<file path="src/rtl/java_int_divide_shift_unit_core_macros.svh">
// ----------------------------------------------------------------------------
// assertion macros for the integer divide and shift unit
// compiled out when NO_ASSERTIONS is defined
// ----------------------------------------------------------------------------
`ifndef JAVA_INT_DIVIDE_SHIFT_UNIT_CORE_MACROS_SVH
`define JAVA_INT_DIVIDE_SHIFT_UNIT_CORE_MACROS_SVH
`ifndef NO_ASSERTIONS
`define JIDS_ASSERT(label, clk, rst_n, prop, msg) \
  label: assert property (@(posedge clk) disable iff (!rst_n) prop) else $error(msg);
`define JIDS_ASSERT_NEXT(label, clk, rst_n, pre, post, msg) \
  label: assert property (@(posedge clk) disable iff (!rst_n) (pre) |=> (post)) \
    else $error(msg);
`else
`define JIDS_ASSERT(label, clk, rst_n, prop, msg)
`define JIDS_ASSERT_NEXT(label, clk, rst_n, pre, post, msg)
`endif
`endif

</file>
<file path="src/rtl/jids_pkg.sv">
// ----------------------------------------------------------------------------
// jids_pkg
// types and constants shared by the divide and shift unit
// ----------------------------------------------------------------------------
package jids_pkg;

  localparam int unsigned DataW  = 64;
  localparam int unsigned StageN = 64;
  localparam int unsigned CntW   = 6;
  localparam int unsigned OpW    = 3;

  typedef enum logic [OpW-1:0] {
    OP_DIV32 = 3'd0,
    OP_REM32 = 3'd1,
    OP_DIV64 = 3'd2,
    OP_REM64 = 3'd3,
    OP_SHL64 = 3'd4,
    OP_SAR64 = 3'd5,
    OP_SHR64 = 3'd6,
    OP_NONE  = 3'd7
  } op_t;

  typedef struct packed {
    logic [OpW-1:0]   operation;
    logic [DataW-1:0] operand_a;
    logic [DataW-1:0] operand_b;
    logic [CntW-1:0]  shift_count;
  } in_item_t;

  typedef struct packed {
    logic [DataW-1:0] result;
    logic             divide_by_zero;
  } out_item_t;

  // control carried beside the divider data
  typedef struct packed {
    logic             valid;
    logic             want_rem;
    logic             is32;
    logic             neg_q;
    logic             neg_r;
    logic             div_zero;
    logic             bypass;
    logic [DataW-1:0] bypass_val;
  } div_ctl_t;

endpackage

</file>
<file path="src/rtl/jids_div_stage.sv">
// ----------------------------------------------------------------------------
// jids_div_stage
// one restoring-division step on magnitudes, registered
// ----------------------------------------------------------------------------
module jids_div_stage
  import jids_pkg::*;
(
  input  logic             clk,
  input  logic             rst_n,
  input  div_ctl_t         ctl_i,
  input  logic [DataW-1:0] rem_i,
  input  logic [DataW-1:0] quo_i,
  input  logic [DataW-1:0] dvs_i,
  output div_ctl_t         ctl_r,
  output logic [DataW-1:0] rem_r,
  output logic [DataW-1:0] quo_r,
  output logic [DataW-1:0] dvs_r
);

  logic [DataW:0]   trial;
  logic [DataW:0]   diff;
  logic [DataW-1:0] rem_nxt;
  logic [DataW-1:0] quo_nxt;

  // shift in next dividend bit, try subtract
  always_comb begin
    trial   = {rem_i, quo_i[DataW-1]};
    diff    = trial - {1'b0, dvs_i};
    quo_nxt = {quo_i[DataW-2:0], ~diff[DataW]};
    rem_nxt = diff[DataW] ? trial[DataW-1:0] : diff[DataW-1:0];
  end

  always_ff @(posedge clk) begin
    if (!rst_n) begin
      ctl_r.valid <= 1'b0;
    end else begin
      ctl_r.valid <= ctl_i.valid;
    end
    ctl_r.want_rem   <= ctl_i.want_rem;
    ctl_r.is32       <= ctl_i.is32;
    ctl_r.neg_q      <= ctl_i.neg_q;
    ctl_r.neg_r      <= ctl_i.neg_r;
    ctl_r.div_zero   <= ctl_i.div_zero;
    ctl_r.bypass     <= ctl_i.bypass;
    ctl_r.bypass_val <= ctl_i.bypass_val;
    rem_r <= rem_nxt;
    quo_r <= quo_nxt;
    dvs_r <= dvs_i;
  end

endmodule
</file>
<file path="config.mk">
export PLATFORM = sky130hd
export DESIGN_NAME = jids_div_stage
export DESIGN_NICKNAME = d
export VERILOG_FILES = /design/src/rtl/java_int_divide_shift_unit_core_macros.svh /design/src/rtl/jids_pkg.sv /design/src/rtl/jids_div_stage.sv
export SDC_FILE = /design/constraint.sdc
export NUM_CORES = 1
export LEC_CHECK = 0
export BUFFER_PORTS_ARGS = -buffer_cell sky130_fd_sc_hd__clkbuf_2
export CAP_MARGIN = 15
export CORE_AREA = 8 8 197 199
export CTS_BUF_LIST = sky130_fd_sc_hd__clkbuf_8
export DETAILED_ROUTE_END_ITERATION = 7
export DIE_AREA = 0 0 205 207
export PLACE_DENSITY = 0.61
export SYNTH_ARGS = -nofsm -noshare
export SYNTH_HDL_FRONTEND = slang
export SYNTH_SLANG_ARGS = --single-unit
</file>
<file path="constraint.sdc">
create_clock -name clk -period 9.3 [get_ports clk]
set_input_delay 1.395 -clock clk [delete_from_list [all_inputs] [get_ports clk]]
set_output_delay 1.395 -clock clk [all_outputs]
set_load 0.03 [all_outputs]
</file>
# Word level (Yosys, flattened, before mapping)
# Cells that the tools add are included.
# totals
reg_bits	263
elab_cells	14
rom_bits	0
ramBits	0
memories	0
latchBits	0
# classes
n_mux	1
n_reduce_logical	0
mul	0
magnitude_cmp	0
shifts	0
eq_ne	0
add_sub_neg	1
n_div	0
bitwise	1
# ops
op	n
$sub A65 B64 Y65	1
$mux W64	1
$not A1 Y1	1

# Depth between registers and ports, before layout
# Gate-level depths: netlist (run 1).
# depth
depth_word	2
ltp_mapped	14

# Worst setup path after synthesis (run 1)
# OpenSTA, ideal clock, no wires.
# synth_path
path_type	input port to flip-flop
from	in dvs_i[26]
to	reg rem_r[59]
slack_ns	5.027
arrival_time_ns	4.149
n_path_buf	0
stages	10
t_required_ns	9.177
cell_sequence	inv_1 -> ha_1 -> a21o_1 -> or4b_1 -> or4b_4 -> a311o_1 -> a211oi_2 -> o21ai_1 -> mux2i_1 -> mux2_1
# synth_between
elab_chain_len	2
# synth_lines
element	line	text
start: declaration	jids_div_stage.sv:13	input logic [DataW-1:0] dvs_i,
$sub A65 B64 Y65	jids_div_stage.sv:28	diff = trial - {1'b0, dvs_i};
$mux W64	jids_div_stage.sv:30	rem_nxt = diff[DataW] ? trial[DataW-1:0] : diff[DataW-1:0];
named net rem_nxt[59]	jids_div_stage.sv:22	logic [DataW-1:0] rem_nxt;
end signal: assignment	jids_div_stage.sv:46	rem_r <= rem_nxt;
end: declaration	jids_div_stage.sv:15	output logic [DataW-1:0] rem_r,
# The timed path passes the listed nets, and every way through them passes these cells.
# A chain may end at the register's enable or synchronous reset.

# Worst setup path after layout (run 1)
# layout_path
from	in dvs_i[27]
to	reg rem_r[24]
# The elaborated chain is that of the path after synthesis.

==> reports/results.ini, run 1 <==
[yosys]
synthesis.area_per_instance_um2=10.2
syn-instance-count=1006
async_reset_ff_share_pct=0
synth_edf_count=0
ys_dominant_reg_cell=dfxtp_1
sequential_area_share_after_synthesis_pct=51.1
ys_types=71
synth.cell_area_um2=10300
synth_seq_cells=263
synth.net_count=1336
ys_warn_count=0

[final_layout]
area_growth_pct=37.8
register_area_um2=5270
utilization_pct=39.6
final.fill_count=3653
total_area_of_multi_input_combinational_cells_um2=4590
nNetsFinal=1879
post_route_cells_drive_above_1_share_pct=38.5

[cts]
holdBufCountCts=0
cts_buffers=45
clk_pin_slew_worst_paths_ps=60
tritoncts=done
cts_root_buf=clkbuf_8
clockBufferDepth=3
cts_setup_buffers=0
cts.sink_count=263
cts.repair.resized=0
clock_tree.htree_level_count=2

[setup_path]
crit_arrival_ps=5210
crit_chain=clkbuf_2 -> inv_1 -> ha_1 -> nand4_1 -> nor4b_2 -> nand4_1 -> o22a_1 -> a21oi_1 -> o21ai_1 -> and2_1 -> o211a_2 -> inv_2 -> buf_4 -> mux2_1
criticalPathCategory=input pin to register
timing.critical_path.mode_cell=nand4_1
crit_path_max_incr_delay_ps=670
worstPathMaxFanout=60
crit_path_top_delay_cell=buf_4
worstPathRequired_ps=9750
setup.worst_path.end_class=register
setup.worst_path.start_class=input pin

[sta]
setup_viol=0
slew_viol_final=0
max_clock_freq_mhz=210
rsz0062_at_grt=false
totalNegativeSetupSlack_ps=0
tightestPinTransition_ps=910
final.min_clock_period_ps=4760
timing_hold_violations_final=0
layout_worst_path_cycle_share_pct=51.2
slew_headroom_pct=38.6

[power]
power-per-cell-area_nw_per_um2=214
share_seq_of_total_power_pct=41.9
p_leak_nw=7.29
power_share_of_the_combinational_group_pct=27.4
p_switching_w=0.00103
switching_power_share_of_the_total_pct=34.0
clock_power_share_pct=30.6
maximum_ir_drop_on_the_vdd_rail_mv=0.143
internal_power_w=0.00201

[grt]
global_route.overflow_total=0
initial_antenna_violation_count=4
grt_max_degree=61
grt_pass1_vias=9798
first_pass_grt_wire_length_mm=57.0
gr-usage-all-layers_pct=17.2

[placed_design]
placement.io_buffers=527
gp_routability_congestion=0.852
place.detailed.hpwl_mm=32.2

[die]
floorplan.initialDensity_pct=28.7
design.portCount=528
floorplan.die.width_um=205
core_area_um2=35900
die_area_um2=42400
fp.dieH_um=207
std_cell_rows=70

[run]
drv.max_cap_violation_count=0

[min_path]
hold_path.class=input pin to register

[route]
drt.antenna.violating_nets=0
1st_iter_drt_viols=296
post_drt_wl_per_cell_um=18.7
drt_drc_violations_left=0
drt-total-wl_mm=38.3
via_per_inst=4.59
drtPass1Iterations=5
route.vias.total=9371

[run_status]
status=finished clean

-- layout by cell type, fill, tap and decap left out, drive strengths merged, types with 5 or more instances in the layout --
master	Yosys	routed
clkbuf	26	576
dfxtp	263	263
inv	88	103
a21oi	79	79
ha	64	64
nand2	62	62
mux2	57	57
nor2	42	42
o21ai	36	36
xnor2	34	34
a21o	32	32
xor2	23	23
nand4	22	22
o21bai	15	15
nor2b	11	11
nand3	10	10
and3	9	9
nor3	8	8
nand2b	8	8
a31oi	8	8
or2	7	7
and2	6	6
o21a	6	6
mux2i	6	6
a211oi	6	6
a311oi	5	5
o31ai	5	5
clkinv	0	5
a21boi	5	5
-- worst max-delay path: cells and delay by family --
kind                     cells  cell delay [ps]
multiplexers                 1              390
buffers and inverters        4              860
AND/OR/NAND/NOR              4             1060
AO/OA/AOI/OAI                4              990
adder cells (fa/ha/maj)      1              480
-- stage by stage --
step | hold slack, ps | area, um^2 | std cells | setup WS (ps) | total power (W)
after floorplan | 1420 | 10300 | 1006 | 5030 | 0.00185
after global placement | 1500 | 13400 | 1970 | 3930 | 0.00214
after detailed placement | 1500 | 13400 | 1970 | 3890 | 0.00214
after CTS | 838 | 14200 | 2040 | 4520 | 0.00311
after global routing | 853 | 14200 | 2043 | 4300 | 0.00322
final | 908 | 14200 | 2043 | 4540 | 0.00304
-- flip-flops by register name, summed over array words and instances (netlist names) --
register	count
rem_r	64
ctl_r	71
dvs_r	64
quo_r	64
-- power groups by stage --
stage / Clock [W] / Sequential, W / Combinational [W]
floorplan: 0 / 0.00153 / 0.000316
finish: 0.000932 / 0.00128 / 0.000835
detailed placement: 0 / 0.00130 / 0.000842
global route: 0.00103 / 0.00129 / 0.000900
CTS: 0.000982 / 0.00128 / 0.000846
global placement: 0 / 0.00130 / 0.000836
-- synth_stat cells, drive strengths merged (3+ instances only) --
cell type / instances / share of area, %
dfxtp: 263 / 51
inv: 88 / 3.2
a21oi: 79 / 3.9
ha: 64 / 7.8
nand2: 62 / 2.3
mux2: 57 / 6.3
nor2: 42 / 1.5
o21ai: 36 / 1.7
xnor2: 34 / 2.9
a21o: 32 / 2.3
clkbuf: 26 / 0.95
xor2: 23 / 2.0
nand4: 22 / 1.3
o21bai: 15 / 1.1
nor2b: 11 / 0.67
nand3: 10 / 0.49
and3: 9 / 0.55
a31oi: 8 / 0.49
nand2b: 8 / 0.49
nor3: 8 / 0.39
buf: 7 / 0.36
or2: 7 / 0.42
a211oi: 6 / 0.49
and2: 6 / 0.36
mux2i: 6 / 0.58
o21a: 6 / 0.44
a21boi: 5 / 0.36
a311oi: 5 / 0.42
o31ai: 5 / 0.36
a211o: 4 / 0.34
a31o: 4 / 0.34
o211ai: 4 / 0.29
a41oi: 3 / 0.33
and4: 3 / 0.25
o2111ai: 3 / 0.25
o22ai: 3 / 0.18
or3: 3 / 0.18
-- worst paths after layout --
kind,from,end,slack [ps],cells after the start
min,ctl_i[42],ctl_r[42]$_DFF_P_,910,1
max,dvs_i[27],rem_r[24]$_DFF_P_,4540,14
-- cells by family (layout without fill, tap and decap cells) --
group / Yosys count / count (layout) / synth area share, %
xor+xnor: 57 / 57 / 4.84
fa+ha+maj: 65 / 65 / 7.96
mux: 63 / 63 / 6.84
buf+inv: 121 / 687 / 4.51
flops: 263 / 263 / 51.1
compound gates: 236 / 236 / 15.0
other cells: 0 / 3 / 0
simple gates: 201 / 201 / 9.82
-- layer usage --
layer,part of all wire (%),vias up,GRT usage (%)
met4,2.8,0,6.36
met5,0,-,0
li1,-,4602,-
met3,9.1,64,5.71
met1,37,4314,18.0
met2,52,391,31.2
-- final cells by class --
class                   count  share of cell area, %
diodes                      3                 0.0528
clock buffers              49                   4.75
clock inverters            21                  0.731
inverters                  88                   2.33
multi-input cells         622                   32.3
flip-flops and latches    263                   37.1
well taps                 468                   4.12
repair buffers            529                   18.7
(Power assumes the default switching activity.)
==> inputs of run 2 (changes only) <==
Clock period 9.3 ns to 4.6 ns, I/O delays scaled along.
==> reports/results.ini, run 2 (synthesized netlist as in run 1, its figures left out) <==
[run_status]
status=finished clean

[route]
drt_drc_violations_left=0
route.vias.total=9388
drt.antenna.violating_nets=0
drt-total-wl_mm=38.7
post_drt_wl_per_cell_um=18.8
drtPass1Iterations=5
via_per_inst=4.57
1st_iter_drt_viols=379

[final_layout]
registers.top_by_ff_count=ctl_r
final.fill_count=3668
area_growth_pct=40.2
mostFrequentLayoutCells=clkbuf_2 (527), dfxtp_1 (263), inv_1 (96)
final_cell_area_um2=14500
utilization_pct=40.2
leading_cell_type_in_the_layout_fill_and_taps_excluded=clkbuf_2
post_route_cells_drive_above_1_share_pct=39.3
largest_register_ffs=71
total_area_of_multi_input_combinational_cells_um2=4580
nNetsFinal=1884
register_area_um2=5270

[grt]
gr-usage-all-layers_pct=17.3
grt.busiest_layer=met2
gr-usage-met1_pct=18.4
initial_antenna_violation_count=1
grt_max_degree=32
grt_use_met2_pct=31.7
grt_pass1_vias=9735
grt_use_met3_pct=5.59
global_route.overflow_total=0
first_pass_grt_wire_length_mm=57.4

[die]
fp.dieH_um=207
core_area_um2=35900
die_area_um2=42400
floorplan.initialDensity_pct=28.7
floorplan.die.width_um=205
std_cell_rows=70
design.portCount=528

[power]
internal_power_w=0.00439
p_leak_nw=7.40
share_seq_of_total_power_pct=39.3
switching_power_share_of_the_total_pct=33.0
power_share_of_the_combinational_group_pct=26.1
p_switching_w=0.00216
maximum_ir_drop_on_the_vdd_rail_mv=0.302
power-per-cell-area_nw_per_um2=453
clock_power_share_pct=34.5

[sta]
rsz0062_at_grt=false
timing_hold_violations_final=0
slew_viol_final=0
totalNegativeSetupSlack_ps=0
layout_worst_path_cycle_share_pct=76.9
setup_ws_ps=1060
setup_viol=0
slew_headroom_pct=31.9
tightestPinTransition_ps=1010
hold_slack_ps=189
final.min_clock_period_ps=3540
max_clock_freq_mhz=283

[setup_path]
criticalPathCategory=input pin to register
crit_path_top_delay_cell=o41ai_1
timing.critical_path.mode_cell=a21oi_1
setup.worst_path.start_class=input pin
setup.worst_path.end_class=register
crit_chain=clkbuf_2 -> inv_1 -> ha_1 -> a21oi_1 -> nor2_1 -> o41ai_1 -> o22a_1 -> a21oi_1 -> o21ai_1 -> and2_1 -> o211a_2 -> inv_2 -> buf_12 -> mux2_1
crit_path_max_incr_delay_ps=720
worstPathRequired_ps=5060
worstPathMaxFanout=29
crit_arrival_ps=3990

[run]
drv.max_cap_violation_count=0

[placed_design]
place.detailed.hpwl_mm=32.4
gp_routability_congestion=0.849
placement.io_buffers=527
placed_inst_area_um2=13500
dpl_worst_slack_ps=423

[cts]
clockBufferDepth=3
cts_buffers=45
cts_setup_buffers=0
clock_tree.htree_level_count=2
tritoncts=done
cts.sink_count=263
cts.repair.resized=0
cts_root_buf=clkbuf_8
holdBufCountCts=0
clk_pin_slew_worst_paths_ps=60

[min_path]
hold_path.class=input pin to register

==> run 2: cell types whose count changed in the layout (fill, tap and decap cells not counted), moves of 2 or more <==
cell	before	now
clkbuf_8	49	57
inv_1	100	96
buf_4	2	5
bufinv_16	0	3
buf_12	0	2
diode_2	3	1
==> run 2: final timing paths <==
| check | start | end | depth (start not counted) |
|---|---|---|---|
| max | dvs_i[7] | rem_r[31]$_DFF_P_ | 14 |
| min | ctl_i[16] | ctl_r[16]$_DFF_P_ | 1 |
==> run 2: worst max-delay path: cells and delay by family <==
| kind | cells | cell delay, ps |
|---|---|---|
| AO/OA/AOI/OAI | 6 | 1850 |
| multiplexers | 1 | 330 |
| AND/OR/NAND/NOR | 2 | 300 |
| adder cells (fa/ha/maj) | 1 | 370 |
| buffers and inverters | 4 | 400 |
==> run 2: layout make-up <==
cell class,count,share of cell area [%]
well taps,468,4.05
clock buffers,57,5.43
multi-input cells,622,31.7
clock inverters,22,1.31
inverters,88,2.29
diodes,1,0.0173
flip-flops and latches,263,36.4
repair buffers,534,18.8
==> run 2: per-stage QoR <==
stage | total power, W | instances
floorplan | 0.00374 | 1006
global placement | 0.00434 | 1975
detailed placement | 0.00435 | 1975
CTS | 0.00667 | 2054
global route | 0.00689 | 2055
finish | 0.00655 | 2055
==> run 2: per-layer routing <==
metal | vias up | routed length [um]
li1 | 4602 | -
met1 | 4315 | 14400
met2 | 410 | 19800
met3 | 61 | 3550
met4 | 0 | 983
met5 | - | 0
==> run 2: power groups by stage <==
stage / clock [W] / combinational [W] / sequential, W
final: 0.00226 / 0.00171 / 0.00258
after global routing: 0.00245 / 0.00184 / 0.00260
after CTS: 0.00235 / 0.00173 / 0.00258
after detailed placement: 0 / 0.00172 / 0.00263
after global placement: 0 / 0.00171 / 0.00262
after floorplan: 0 / 0.000639 / 0.00310
==> inputs of run 3 (changes only) <==
Clock period 4.6 ns to 3.6 ns, I/O delays scaled along.
==> reports/results.ini, run 3 (synthesized netlist as in run 1, its figures left out) <==
[run_status]
status=finished clean

[placed_design]
placed_cell_count=2048
gp_routability_congestion=0.886
placement.io_buffers=527
place.detailed.hpwl_mm=33.5

[sta]
max_clock_freq_mhz=287
tightestPinTransition_ps=481
rsz0062_at_grt=false
final.min_clock_period_ps=3480
layout_worst_path_cycle_share_pct=96.6
totalNegativeSetupSlack_ps=0
slew_viol_final=0
hold_slack_ps=64.9
setup_viol=0
timing_hold_violations_final=0
slew_headroom_pct=67.1

[die]
fp.dieH_um=207
floorplan.die.width_um=205
floorplan.initialDensity_pct=28.7
design.portCount=528
die_area_um2=42400
core_area_um2=35900
std_cell_rows=70

[final_layout]
post_route_cells_drive_above_1_share_pct=41.5
mostFrequentLayoutCells=clkbuf_2 (527), dfxtp_1 (263), inv_1 (100)
largest_register_ffs=71
total_area_of_multi_input_combinational_cells_um2=4600
leading_cell_type_in_the_layout_fill_and_taps_excluded=clkbuf_2
register_area_um2=5270
final-instance-count-excl-fill=2155
registers.top_by_ff_count=ctl_r
area_growth_pct=47.9
final.fill_count=3556
nNetsFinal=1979

[route]
drt_drc_violations_left=0
via_per_inst=4.51
route.vias.total=9722
1st_iter_drt_viols=381
post_drt_wl_per_cell_um=18.5
drt-total-wl_mm=39.9
drt.antenna.violating_nets=0
drtPass1Iterations=5

[setup_path]
crit_arrival_ps=3940
setup.worst_path.end_class=register
setup.worst_path.start_class=input pin
worstPathRequired_ps=4060
worstPathMaxFanout=5
criticalPathCategory=input pin to register

[min_path]
hold_path.class=input pin to register
holdPathStages=1

[grt]
gr-usage-all-layers_pct=17.5
initial_antenna_violation_count=4
first_pass_grt_wire_length_mm=58.2
grt_pass1_vias=10300
global_route.overflow_total=0
grt_max_degree=28

[power]
power-per-cell-area_nw_per_um2=555
internal_power_w=0.00569
power_share_of_the_combinational_group_pct=27.6
share_seq_of_total_power_pct=38.9
maximum_ir_drop_on_the_vdd_rail_mv=0.425
p_switching_w=0.00278
p_leak_nw=7.85
switching_power_share_of_the_total_pct=32.8
clock_power_share_pct=33.5

[cts]
tritoncts=done
clock_tree.htree_level_count=2
cts_buffers=44
clk_pin_slew_worst_paths_ps=60
clockBufferDepth=3
cts_root_buf=clkbuf_8
cts.sink_count=263
cts_setup_buffers=0

[run]
drv.max_cap_violation_count=0

[run 3: cell types whose count changed in the layout (fill, tap and decap cells not counted), sizes merged]
cell         previous run  this run
buf                     7        80
bufinv                  3         4
clkbuf                584       580
clkinv                  6         7
clkinvlp                2         3
diode                   1         4
dlygate4sd3             0        22
inv                    99       102
[run 3: area by class of cell]
class                      instances  share of cell area, %
clock inverter                    28                   1.57
timing repair buffer             630                   23.0
multi-input combinational        622                   30.1
antenna                            4                 0.0656
tap                              468                   3.84
clock buffer                      52                   4.69
inverter                          88                   2.18
sequential                       263                   34.5
[run 3: critical path, stage by stage]
cell	delay, ps
dlygate4sd3_1	520
clkbuf_2	100
inv_1	30
ha_1	330
and3_1	240
and3_1	240
o211ai_1	160
or4b_4	570
a311o_1	350
a211oi_2	280
o21ai_1	140
xor2_1	160
mux2_2	260
[run 3: per-layer routing]
metal | vias up | global-route usage, % | part of all wire (%)
met5 | - | 0 | 0
met3 | 68 | 5.85 | 9.1
met2 | 391 | 32.0 | 51
met1 | 4459 | 17.8 | 36
met4 | 0 | 7.59 | 3.4
li1 | 4804 | - | -
[run 3: worst paths after layout]
kind / startpoint / to / slack, ps
setup / recovery: dvs_i[10] / rem_r[51]$_DFF_P_ / 120
hold / removal: quo_i[10] / quo_r[11]$_DFF_P_ / 60
[run 3: timing repair]
item	in CTS	in global routing
endpoints found under the setup margin	0	56
hold endpoints to repair	22	0
gates resized for setup	0	5
hold buffers	22	0
[run 3: power groups by stage]
| stage | Sequential [W] | Combinational (W) | Clock (W) |
|---|---|---|---|
| after floorplan | 0.00396 | 0.000816 | 0 |
| after global placement | 0.00336 | 0.00230 | 0 |
| after detailed placement | 0.00336 | 0.00232 | 0 |
| after CTS | 0.00330 | 0.00235 | 0.00295 |
| after global routing | 0.00332 | 0.00251 | 0.00308 |
| final | 0.00330 | 0.00234 | 0.00284 |
[run 3: through the flow]
step,cell area (um^2),total power (W),worst slack (ps),util [%]
2_1_floorplan,10300,0.00478,182,-
6_report,15300,0.00847,121,42.5
5_1_grt,15300,0.00891,3.93,42.5
4_1_cts,15200,0.00860,25.5,42.3
3_5_place_dp,14000,0.00568,-242,39.1
3_3_place_gp,14000,0.00566,-201,39.1
